--- src/sv/smdrt_pkg.sv ---
// Shared constants, codes and controller/datapath interface types for the
// slot map dirty range tracker. No dependencies.
package smdrt_pkg;

  localparam int MAX_OBJECTS_DEF     = 64;
  localparam int PLACEMENT_WIDTH_DEF = 64;
  localparam int ATTRIBUTE_WIDTH_DEF = 32;

  // A sync reports at most this many runs; the last one absorbs the rest.
  localparam int RESULT_LIMIT = 32;
  localparam int RUN_CNT_W    = $clog2(RESULT_LIMIT);

  localparam int FUNC_W   = 3;
  localparam int STATUS_W = 2;

  localparam logic [FUNC_W-1:0] FUNC_REGISTER = 3'd0;
  localparam logic [FUNC_W-1:0] FUNC_REMOVE   = 3'd1;
  localparam logic [FUNC_W-1:0] FUNC_UPDATE   = 3'd2;
  localparam logic [FUNC_W-1:0] FUNC_SYNC     = 3'd3;
  localparam logic [FUNC_W-1:0] FUNC_CLEAR    = 3'd4;

  localparam logic [STATUS_W-1:0] ST_OK      = 2'd0;
  localparam logic [STATUS_W-1:0] ST_INVALID = 2'd1;
  localparam logic [STATUS_W-1:0] ST_FULL    = 2'd2;
  localparam logic [STATUS_W-1:0] ST_EMPTY   = 2'd3;

  typedef struct packed {
    logic accept;
    logic exec;
    logic move;
    logic scan_step;
    logic flush;
  } smdrt_cmd_t;

  typedef struct packed {
    logic [FUNC_W-1:0] func;
    logic              rem_ok;
    logic              sync_quick;
    logic              scan_end;
  } smdrt_stat_t;

endpackage

--- src/sv/slot_map_dirty_range_tracker.sv ---
// Top level of the slot map dirty range tracker: controller plus datapath.
// Depends on smdrt_pkg, smdrt_ctrl and smdrt_datapath.
//
// A command word is taken when start is high and busy is low; busy stays
// high until the word's last result has been presented. Results appear on
// the out_ ports for exactly one cycle each, marked by out_valid, and
// out_last_result flags the final result of a word. The receiver cannot
// hold results off; the scanner holds back at most one closed run.
// Register, update, clear and unknown codes answer from the execute
// state; a valid remove adds a move state, because the moved entry is read
// from the dense store before it is written into the hole. A sync answers
// from the execute state when the table is empty or a full range is owed;
// otherwise it walks the dirty marks one dense index per cycle, emitting
// its runs along the way, and ends in a flush state.
// After reset the table is empty, no handles are issued, no marks are set
// and a full-range upload is owed to the first sync.
// The stores need no clearing pass, so a word may start right after reset.
module slot_map_dirty_range_tracker
  import smdrt_pkg::*;
#(
  parameter int MAX_OBJECTS     = MAX_OBJECTS_DEF,
  parameter int PLACEMENT_WIDTH = PLACEMENT_WIDTH_DEF,
  parameter int ATTRIBUTE_WIDTH = ATTRIBUTE_WIDTH_DEF,
  localparam int HW = $clog2(MAX_OBJECTS + 1),
  localparam int IW = $clog2(MAX_OBJECTS)
) (
  input  logic                       clk,
  input  logic                       rst_n,
  input  logic                       start,
  output logic                       busy,
  input  logic [FUNC_W-1:0]          in_func,
  input  logic [HW-1:0]              in_handle,
  input  logic [PLACEMENT_WIDTH-1:0] in_placement_data,
  input  logic [ATTRIBUTE_WIDTH-1:0] in_attribute_data,
  output logic                       out_valid,
  output logic [HW-1:0]              out_new_handle,
  output logic [STATUS_W-1:0]        out_status,
  output logic [IW-1:0]              out_range_start,
  output logic [HW-1:0]              out_range_count,
  output logic [HW-1:0]              out_live_count,
  output logic                       out_last_result
);

  smdrt_cmd_t  cmd;
  smdrt_stat_t stat;

  smdrt_ctrl u_ctrl (
    .clk   (clk),
    .rst_n (rst_n),
    .start (start),
    .busy  (busy),
    .stat  (stat),
    .cmd   (cmd)
  );

  smdrt_datapath #(
    .MAX_OBJECTS     (MAX_OBJECTS),
    .PLACEMENT_WIDTH (PLACEMENT_WIDTH),
    .ATTRIBUTE_WIDTH (ATTRIBUTE_WIDTH)
  ) u_datapath (
    .clk               (clk),
    .rst_n             (rst_n),
    .cmd               (cmd),
    .stat              (stat),
    .in_func           (in_func),
    .in_handle         (in_handle),
    .in_placement_data (in_placement_data),
    .in_attribute_data (in_attribute_data),
    .out_valid         (out_valid),
    .out_new_handle    (out_new_handle),
    .out_status        (out_status),
    .out_range_start   (out_range_start),
    .out_range_count   (out_range_count),
    .out_live_count    (out_live_count),
    .out_last_result   (out_last_result)
  );

endmodule

--- src/sv/smdrt_ctrl.sv ---
// Sequencing state machine for the slot map dirty range tracker.
// Depends on smdrt_pkg for the command and status types.
module smdrt_ctrl
  import smdrt_pkg::*;
(
  input  logic        clk,
  input  logic        rst_n,
  input  logic        start,
  output logic        busy,
  input  smdrt_stat_t stat,
  output smdrt_cmd_t  cmd
);

  localparam logic [2:0] S_IDLE  = 3'd0;
  localparam logic [2:0] S_EXEC  = 3'd1;
  localparam logic [2:0] S_MOVE  = 3'd2;
  localparam logic [2:0] S_SCAN  = 3'd3;
  localparam logic [2:0] S_FLUSH = 3'd4;

  logic [2:0] state_r, state_nxt;

  always_comb begin
    state_nxt = state_r;
    cmd       = '0;
    case (state_r)
      S_IDLE: begin
        if (start) begin
          cmd.accept = 1'b1;
          state_nxt  = S_EXEC;
        end
      end
      S_EXEC: begin
        cmd.exec = 1'b1;
        if (stat.func == FUNC_REMOVE && stat.rem_ok) begin
          state_nxt = S_MOVE;
        end else if (stat.func == FUNC_SYNC && !stat.sync_quick) begin
          state_nxt = S_SCAN;
        end else begin
          state_nxt = S_IDLE;
        end
      end
      S_MOVE: begin
        cmd.move  = 1'b1;
        state_nxt = S_IDLE;
      end
      S_SCAN: begin
        cmd.scan_step = 1'b1;
        if (stat.scan_end) begin
          state_nxt = S_FLUSH;
        end
      end
      S_FLUSH: begin
        cmd.flush = 1'b1;
        state_nxt = S_IDLE;
      end
      default: begin
        state_nxt = S_IDLE;
      end
    endcase
  end

  always_ff @(posedge clk) begin
    if (!rst_n) begin
      state_r <= S_IDLE;
    end else begin
      state_r <= state_nxt;
    end
  end

  assign busy = (state_r != S_IDLE);

endmodule

--- src/sv/smdrt_datapath.sv ---
// Datapath of the slot map dirty range tracker: handle and dense stores,
// free stack, dirty marks, run scanner and result register. Uses smdrt_pkg.
module smdrt_datapath
  import smdrt_pkg::*;
#(
  parameter int MAX_OBJECTS     = MAX_OBJECTS_DEF,
  parameter int PLACEMENT_WIDTH = PLACEMENT_WIDTH_DEF,
  parameter int ATTRIBUTE_WIDTH = ATTRIBUTE_WIDTH_DEF,
  localparam int HW = $clog2(MAX_OBJECTS + 1),
  localparam int IW = $clog2(MAX_OBJECTS)
) (
  input  logic                       clk,
  input  logic                       rst_n,
  input  smdrt_cmd_t                 cmd,
  output smdrt_stat_t                stat,
  input  logic [FUNC_W-1:0]          in_func,
  input  logic [HW-1:0]              in_handle,
  input  logic [PLACEMENT_WIDTH-1:0] in_placement_data,
  input  logic [ATTRIBUTE_WIDTH-1:0] in_attribute_data,
  output logic                       out_valid,
  output logic [HW-1:0]              out_new_handle,
  output logic [STATUS_W-1:0]        out_status,
  output logic [IW-1:0]              out_range_start,
  output logic [HW-1:0]              out_range_count,
  output logic [HW-1:0]              out_live_count,
  output logic                       out_last_result
);

  localparam logic [HW-1:0] MAX_H = HW'(MAX_OBJECTS);
  localparam logic [HW-1:0] ONE_H = HW'(1);

  // Captured word.
  logic [FUNC_W-1:0]          func_r;
  logic [HW-1:0]              handle_r;
  logic [PLACEMENT_WIDTH-1:0] place_r;
  logic [ATTRIBUTE_WIDTH-1:0] attr_r;

  // Control state.
  logic [MAX_OBJECTS-1:0] live_r, live_nxt;
  logic [MAX_OBJECTS-1:0] dirty_r, dirty_nxt;
  logic [HW-1:0]          fd_r, fd_nxt, hw_r, hw_nxt, lt_r, lt_nxt;
  logic                   pend_full_r, pend_full_nxt;

  // Stores.
  logic [HW-1:0]              fs_mem  [MAX_OBJECTS];
  logic [IW-1:0]              sp_mem  [MAX_OBJECTS];
  logic [HW-1:0]              own_mem [MAX_OBJECTS];
  logic [PLACEMENT_WIDTH-1:0] plc_mem [MAX_OBJECTS];
  logic [ATTRIBUTE_WIDTH-1:0] atr_mem [MAX_OBJECTS];
  logic [HW-1:0]              fs_q, own_q;
  logic [IW-1:0]              sp_q;
  logic [PLACEMENT_WIDTH-1:0] plc_q;
  logic [ATTRIBUTE_WIDTH-1:0] atr_q;

  // Scanner.
  logic [HW-1:0]        scan_i_r;
  logic [RUN_CNT_W-1:0] n_r;
  logic                 in_run_r, tail_r, pend_v_r;
  logic [IW-1:0]        run_start_r, last_d_r, pend_start_r;
  logic [HW-1:0]        pend_cnt_r;

  logic [HW-1:0] fd_m1, in_hm1, hm1, lt_m1, nh, own_m1, close_cnt;
  logic [IW-1:0] h_idx, lt_idx, last_idx, pos, scan_idx;
  logic          hok, rem_ok, reg_pop, reg_ok, reg_go, upd_go, mv_swap;
  logic          sync_quick, d, at_end, close, open;

  logic                emit, e_last;
  logic [HW-1:0]       e_nh, e_rc;
  logic [STATUS_W-1:0] e_st;
  logic [IW-1:0]       e_rs;

  function automatic logic [IW-1:0] hm1_nh();
    logic [HW-1:0] t;
    t = nh - ONE_H;
    return t[IW-1:0];
  endfunction

  assign fd_m1    = fd_r - ONE_H;
  assign in_hm1   = in_handle - ONE_H;
  assign hm1      = handle_r - ONE_H;
  assign lt_m1    = lt_r - ONE_H;
  assign h_idx    = hm1[IW-1:0];
  assign lt_idx   = lt_r[IW-1:0];
  assign last_idx = lt_m1[IW-1:0];
  assign pos      = sp_q;

  assign hok        = (handle_r != '0) && (handle_r <= hw_r) && live_r[h_idx];
  assign rem_ok     = hok && (lt_r != '0);
  assign reg_pop    = (fd_r != '0);
  assign reg_ok     = reg_pop || (hw_r != MAX_H);
  assign nh         = reg_pop ? fs_q : hw_r + ONE_H;
  assign own_m1     = own_q - ONE_H;
  assign sync_quick = (lt_r == '0) || pend_full_r;

  assign reg_go  = cmd.exec && (func_r == FUNC_REGISTER) && reg_ok;
  assign upd_go  = cmd.exec && (func_r == FUNC_UPDATE) && hok && (HW'(pos) < lt_r);
  assign mv_swap = cmd.move && (pos != last_idx);

  // One index of the dirty marks per scan cycle.
  assign scan_idx  = scan_i_r[IW-1:0];
  assign at_end    = (scan_i_r == lt_r);
  assign d         = dirty_r[scan_idx];
  assign close     = in_run_r && (at_end || (!tail_r && !d));
  assign open      = !at_end && !in_run_r && d;
  assign close_cnt = tail_r ? (HW'(last_d_r) - HW'(run_start_r) + ONE_H)
                            : (scan_i_r - HW'(run_start_r));

  assign stat.func       = func_r;
  assign stat.rem_ok     = rem_ok;
  assign stat.sync_quick = sync_quick;
  assign stat.scan_end   = at_end;

  always_ff @(posedge clk) begin
    if (cmd.accept) begin
      func_r   <= in_func;
      handle_r <= in_handle;
      place_r  <= in_placement_data;
      attr_r   <= in_attribute_data;
      fs_q     <= fs_mem[fd_m1[IW-1:0]];
      sp_q     <= sp_mem[in_hm1[IW-1:0]];
    end
    if (cmd.exec) begin
      own_q <= own_mem[last_idx];
      plc_q <= plc_mem[last_idx];
      atr_q <= atr_mem[last_idx];
    end
  end

  always_ff @(posedge clk) begin
    if (reg_go) begin
      sp_mem[hm1_nh()] <= lt_idx;
    end else if (mv_swap) begin
      sp_mem[own_m1[IW-1:0]] <= pos;
    end
    if (reg_go) begin
      own_mem[lt_idx] <= nh;
      plc_mem[lt_idx] <= place_r;
      atr_mem[lt_idx] <= attr_r;
    end else if (mv_swap) begin
      own_mem[pos] <= own_q;
      plc_mem[pos] <= plc_q;
      atr_mem[pos] <= atr_q;
    end else if (upd_go) begin
      plc_mem[pos] <= place_r;
    end
    if (cmd.move && (fd_r < MAX_H)) begin
      fs_mem[fd_r[IW-1:0]] <= handle_r;
    end
  end

  always_comb begin
    live_nxt      = live_r;
    dirty_nxt     = dirty_r;
    fd_nxt        = fd_r;
    hw_nxt        = hw_r;
    lt_nxt        = lt_r;
    pend_full_nxt = pend_full_r;
    if (reg_go) begin
      if (reg_pop) begin
        fd_nxt = fd_m1;
      end else begin
        hw_nxt = hw_r + ONE_H;
      end
      live_nxt[hm1_nh()] = 1'b1;
      dirty_nxt[lt_idx]  = 1'b1;
      lt_nxt             = lt_r + ONE_H;
    end
    if (upd_go) begin
      dirty_nxt[pos] = 1'b1;
    end
    if (cmd.move) begin
      if (mv_swap) begin
        dirty_nxt[pos] = 1'b1;
      end
      dirty_nxt[last_idx] = 1'b0;
      lt_nxt              = lt_m1;
      live_nxt[h_idx]     = 1'b0;
      if (fd_r < MAX_H) begin
        fd_nxt = fd_r + ONE_H;
      end
    end
    if ((cmd.exec && func_r == FUNC_SYNC && sync_quick) || cmd.flush) begin
      dirty_nxt     = '0;
      pend_full_nxt = 1'b0;
    end
    if (cmd.exec && func_r == FUNC_CLEAR) begin
      live_nxt      = '0;
      dirty_nxt     = '0;
      fd_nxt        = '0;
      hw_nxt        = '0;
      lt_nxt        = '0;
      pend_full_nxt = 1'b1;
    end
  end

  always_ff @(posedge clk) begin
    if (!rst_n) begin
      live_r      <= '0;
      dirty_r     <= '0;
      fd_r        <= '0;
      hw_r        <= '0;
      lt_r        <= '0;
      pend_full_r <= 1'b1;
    end else begin
      live_r      <= live_nxt;
      dirty_r     <= dirty_nxt;
      fd_r        <= fd_nxt;
      hw_r        <= hw_nxt;
      lt_r        <= lt_nxt;
      pend_full_r <= pend_full_nxt;
    end
  end

  // A closed run is held back until the next run closes or the flush, so
  // that the final one can carry the last-word flag.
  always_ff @(posedge clk) begin
    if (!rst_n) begin
      scan_i_r     <= '0;
      n_r          <= '0;
      in_run_r     <= 1'b0;
      tail_r       <= 1'b0;
      pend_v_r     <= 1'b0;
      run_start_r  <= '0;
      last_d_r     <= '0;
      pend_start_r <= '0;
      pend_cnt_r   <= '0;
    end else if (cmd.exec) begin
      scan_i_r <= '0;
      n_r      <= '0;
      in_run_r <= 1'b0;
      tail_r   <= 1'b0;
      pend_v_r <= 1'b0;
    end else if (cmd.scan_step) begin
      if (close) begin
        in_run_r     <= 1'b0;
        pend_v_r     <= 1'b1;
        pend_start_r <= run_start_r;
        pend_cnt_r   <= close_cnt;
      end
      if (open) begin
        in_run_r    <= 1'b1;
        run_start_r <= scan_idx;
        last_d_r    <= scan_idx;
        tail_r      <= (n_r == RUN_CNT_W'(RESULT_LIMIT - 1));
        if (n_r != RUN_CNT_W'(RESULT_LIMIT - 1)) begin
          n_r <= n_r + RUN_CNT_W'(1);
        end
      end
      if (tail_r && d && !at_end) begin
        last_d_r <= scan_idx;
      end
      if (!at_end) begin
        scan_i_r <= scan_i_r + ONE_H;
      end
    end
  end

  always_comb begin
    emit   = 1'b0;
    e_last = 1'b1;
    e_nh   = '0;
    e_st   = ST_OK;
    e_rs   = '0;
    e_rc   = '0;
    if (cmd.exec) begin
      case (func_r)
        FUNC_REGISTER: begin
          emit = 1'b1;
          e_nh = reg_ok ? nh : '0;
          e_st = reg_ok ? ST_OK : ST_FULL;
        end
        FUNC_REMOVE: begin
          emit = !rem_ok;
          e_st = ST_INVALID;
        end
        FUNC_UPDATE: begin
          emit = 1'b1;
          e_st = hok ? ST_OK : ST_INVALID;
        end
        FUNC_SYNC: begin
          emit = sync_quick;
          e_st = (lt_r == '0) ? ST_EMPTY : ST_OK;
          e_rc = (lt_r == '0) ? '0 : lt_r;
        end
        default: begin
          emit = 1'b1;
        end
      endcase
    end else if (cmd.move) begin
      emit = 1'b1;
    end else if (cmd.scan_step) begin
      emit   = close && pend_v_r;
      e_last = 1'b0;
      e_rs   = pend_start_r;
      e_rc   = pend_cnt_r;
    end else if (cmd.flush) begin
      emit = 1'b1;
      e_st = pend_v_r ? ST_OK : ST_EMPTY;
      e_rs = pend_v_r ? pend_start_r : '0;
      e_rc = pend_v_r ? pend_cnt_r : '0;
    end
  end

  always_ff @(posedge clk) begin
    if (!rst_n) begin
      out_valid <= 1'b0;
    end else begin
      out_valid <= emit;
    end
    if (emit) begin
      out_new_handle  <= e_nh;
      out_status      <= e_st;
      out_range_start <= e_rs;
      out_range_count <= e_rc;
      out_last_result <= e_last;
    end
  end

  assign out_live_count = lt_r;

  // Every handle ever issued is either live or waiting on the free stack.
  a_handle_balance: assert property (@(posedge clk) disable iff (!rst_n)
    ({1'b0, fd_r} + {1'b0, lt_r}) == {1'b0, hw_r})
    else $error("free depth plus live count differs from high-water mark");

  a_flush_forgets: assert property (@(posedge clk) disable iff (!rst_n)
    cmd.flush |=> (dirty_r == '0) && !pend_full_r)
    else $error("dirty state survives the end of a sync");

  a_marks_below_live: assert property (@(posedge clk) disable iff (!rst_n)
    (lt_r != MAX_H) |-> (dirty_r[lt_idx] == 1'b0))
    else $error("dirty mark found at the first unused dense index");

endmodule

--- config.mk ---
export PLATFORM = sky130hd
export DESIGN_NAME = slot_map_dirty_range_tracker
export DESIGN_NICKNAME = d
export VERILOG_FILES = /design/src/sv/smdrt_pkg.sv /design/src/sv/slot_map_dirty_range_tracker.sv /design/src/sv/smdrt_ctrl.sv /design/src/sv/smdrt_datapath.sv
export SDC_FILE = /design/constraint.sdc
export NUM_CORES = 2
export LEC_CHECK = 0
export ABC_CLOCK_PERIOD_IN_PS = 15300
export BUFFER_PORTS_ARGS = -buffer_cell sky130_fd_sc_hd__buf_2
export CAP_MARGIN = 20
export CORE_ASPECT_RATIO = 0.5
export CORE_MARGIN = 10
export CORE_UTILIZATION = 60
export DETAILED_ROUTE_END_ITERATION = 6
export PLACE_DENSITY = 0.77
export SETUP_SLACK_MARGIN = 0.02
export SLEW_MARGIN = 5
export SYNTH_ARGS = -nofsm -noshare
export SYNTH_HDL_FRONTEND = slang
export SYNTH_SLANG_ARGS = --single-unit
--- constraint.sdc ---
create_clock -name clk -period 15.3 [get_ports clk]
set_input_delay 3.06 -clock clk [delete_from_list [all_inputs] [get_ports clk]]
set_output_delay 3.06 -clock clk [all_outputs]
set_load 0.05 [all_outputs]
==> results_dict.tcl <==
set metrics [dict create \
    cp_cell_sequence "buf_6 > inv_1 > ha_4 > buf_4 > mux4_2 > mux4_2 > mux4_2" \
    max_stage_delay_ns 0.79 \
    r2r-end "u_datapath.own_mem[58][2]" \
    clkTransAtPathRegs_ns 0.07 \
    fp.dieW_um 470 \
    hold_depth 2 \
    cts_tree "done" \
    cts_root_buffer "clkbuf_16" \
    drive_above_1_share_pct 17.9 \
    cap_violations 0 \
    relSlewSlack_pct 16.5 \
    fin_crit_sh_pct 41.7 \
    critical-path-top-delay-family "multiplexers" \
    grt_overflow 0 \
    area_growth_pct 10.0 \
    clockBufferDepth 3 \
    viasPerCell 6.98 \
    yosys.area.top_type "edfxtp_1" \
    p_per_area_nw_per_um2 118 \
    tns_ns 0 \
    synthCells 3807 \
    hpwl_mm 91.7 \
    tightest_slew_ns 1.24 \
    row_count 82 \
    crit_required_ns 15.81 \
    run_status "finished clean" \
    grt_max_degree 91 \
    crit_type "primary input to flop" \
    cts-resized-gates 0 \
    grt_pass1_wl_mm 231 \
    numPortBuffers 44 \
    vias 36900 \
    synth_top_area_share_pct 62.6 \
    endpoint_kind "flop" \
    async_flop_share_pct 0 \
    first_global_vias 35900 \
    yosys_warnings 0 \
    syn-num-nets 3963 \
    dr.pass1.iters 7 \
    synth-edff-count 1268 \
    finalClockSkew_ns 0.0416 \
    drc 0 \
    cts_buffers 117 \
    min-delay-start "u_datapath.pend_cnt_r[4]" \
    ys_seq_area_share_pct 69.0 \
    cp-start-kind "primary input" \
    r2r_cells 10 \
    ir_drop_uv 106 \
    clk_latency_ns 0.78 \
    fmax_ghz 0.157 \
    die-area_um2 115000 \
    synth_seq_cells 1462 \
    cpMaxStageDelayCell "ha_4" \
    ys_types 90 \
    cts_setup_buffers 0 \
    worst_path_most_repeated_cell "mux4_2" \
    cts_hold_buf 0 \
    detail-route-antenna-nets 0 \
    cp.depth 7 \
    finalHoldViolCount 0 \
    critPathBufInv 3 \
    cts.sinks 1462 \
    power_mw 7.90 \
    wl_mm 154 \
    post-route-util_pct 66.7 \
    coreArea_um2 100000 \
    hold_class "flop to flop" \
    setup_violations 0 \
    syn_area_um2 60800 \
    r2r_start "u_datapath.out_live_count[1]" \
    ys_top_cells_by_area "edfxtp_1, mux4_2, dfxtp_1" \
    p_leak_nw 20.7 \
    syn_avg_cell_area_um2 16.0 \
    cp.arrival_ns 6.89 \
    ff2ff_setup_slack_ns 9.20 \
    place.gp.congestion 0.875 \
    rsz0062_at_grt "no" \
    pin_count 141 \
    drt_iter0_markers 5322 \
    cp_max_fo 52 \
    routedWlPerCell_um 29.1 \
    fin_crit_ns 6.38 \
    die_h_um 245 \
    antenna_found_initial 3 \
    start_util_pct 60.6 \
    synth_ff_type "edfxtp_1" \
    grt_util_all_layers_pct 26.1 \
    num-fill-cells 6493 \
    layout.nets 4002 \
    drv_slew 0 \
    hold_path_end "u_datapath.pend_cnt_r[4]" \
    htree_num_levels 3 \
]
[per-layer routing]
| layer | track usage (%) | vias up | share of wire [%] |
|---|---|---|---|
| li1 | - | 15400 | - |
| met1 | 35.5 | 18600 | 38 |
| met2 | 41.8 | 2485 | 48 |
| met3 | 6.09 | 451 | 11 |
| met4 | 8.89 | 2 | 3.6 |
| met5 | 0 | - | 0.0084 |
[Yosys cell counts, drive strengths merged, types with 9 or more instances]
cell type	instances
o31ai	33
nand3	48
nand3b	10
clkbuf	149
a22oi	185
xnor2	50
nand2	139
dfxtp	194
a21oi	200
nand2b	23
nor3b	12
nor3	61
a211oi	112
a41oi	11
buf	67
mux2	12
o211ai	20
mux4	295
o22ai	12
a211o	37
inv	61
ha	45
nor2b	9
nand4	38
edfxtp	1268
nor4	13
nor2	363
and3	10
a31oi	67
o21ai	70
xor2	12
and2	14
mux2i	50
or3	17
[placed cells by master (no fill, tap or decap), types with 14 or more instances in the layout]
| master | Yosys | final |
|---|---|---|
| nand4_1 | 38 | 38 |
| buf_2 | 34 | 47 |
| ha_1 | 45 | 43 |
| bufinv_16 | 0 | 17 |
| clkbuf_16 | 0 | 118 |
| mux4_2 | 295 | 295 |
| nand2_1 | 139 | 138 |
| or3_1 | 15 | 15 |
| and2_1 | 14 | 14 |
| a211oi_1 | 111 | 111 |
| a31oi_1 | 67 | 66 |
| dfxtp_1 | 194 | 193 |
| edfxtp_1 | 1268 | 1268 |
| a21oi_1 | 198 | 197 |
| nor3_1 | 58 | 56 |
| nand2b_1 | 23 | 23 |
| clkinv_1 | 2 | 23 |
| o211ai_1 | 20 | 20 |
| o31ai_1 | 33 | 33 |
| mux2i_1 | 50 | 49 |
| o21ai_0 | 65 | 56 |
| nor2_1 | 361 | 354 |
| clkinv_2 | 0 | 23 |
| buf_4 | 1 | 82 |
| xnor2_1 | 49 | 45 |
| nand3_1 | 48 | 48 |
| a22oi_1 | 185 | 185 |
| a211o_1 | 37 | 37 |
| inv_1 | 59 | 58 |
[worst min-delay path, cell delays in order, from the launching register on]
cell and delay (ns):
dfxtp_1 0.31, inv_1 0.05, a21oi_1 0.05
[cell families after synthesis]
group,Yosys count,synth area share (%)
and+or+nand+nor,783,6.01
buffers and inverters,279,1.81
xor gates and xnor gates,65,1.02
DFF,1462,69.0
adders and majority gates,47,0.992
AOI/OAI and AO/OA,814,9.17
muxes,357,12.0
[metrics by stage]
| step | cell area [um2] | setup WS [ns] | hold WS, ns | std cells |
|---|---|---|---|---|
| detailed placement | 62700 | 8.15 | 0.445 | 5061 |
| CTS | 66800 | 8.82 | 0.454 | 5282 |
| floorplan | 60800 | 8.48 | 0.423 | 3807 |
| global route | 66900 | 8.77 | 0.484 | 5293 |
| finish | 66900 | 8.92 | 0.452 | 5293 |
| global placement | 62700 | 8.20 | 0.435 | 5059 |
[how the worst max path moves through the flow]
stage,to,slack (ns),startpoint
3_3_place_gp,u_datapath.pos[2],8.20,in_handle[0]
4_1_cts,u_datapath.own_mem[58][1],8.82,u_datapath.out_live_count[1]
2_1_floorplan,u_datapath.pos[0],8.48,in_handle[0]
3_5_place_dp,u_datapath.pos[2],8.15,in_handle[0]
6_report,u_datapath.pos[2],8.92,in_handle[0]
5_1_grt,u_datapath.pos[2],8.77,in_handle[0]
[final cells by class]
cell class	instances	area (um2)	share of cell area (%)
flip-flops and latches	1462	42000	62.7
multi-input cells	2066	18000	26.9
clock buffers	141	3120	4.66
well taps	1344	1680	2.51
repair buffers	136	952	1.42
clock inverters	80	943	1.41
inverters	63	236	0.354
diodes	1	2.50	0.00374
[flip-flops by register name (all words and copies together) (netlist names), 7 cells and up]
signal	flops
u_datapath.fd_r	7
u_datapath.scan_i_r	7
u_datapath.own_mem	384
u_datapath.pend_cnt_r	7
u_datapath.handle_r	7
u_datapath.sp_mem	384
u_datapath.live_r	64
u_datapath.fs_mem	448
u_datapath.out_range_count	7
u_datapath.hw_r	7
u_datapath.out_new_handle	7
u_datapath.out_live_count	7
u_datapath.dirty_r	64
u_datapath.fs_q	7
[power by group]
part / internal (mW) / leakage, nW / total, mW / switching [mW]
sequential: 4.31 / 13.2 / 4.33 / 0.0171
combinational: 0.120 / 5.53 / 0.342 / 0.222
clock: 1.75 / 1.98 / 3.23 / 1.48
No activity file was read; power rests on OpenSTA's default activity.
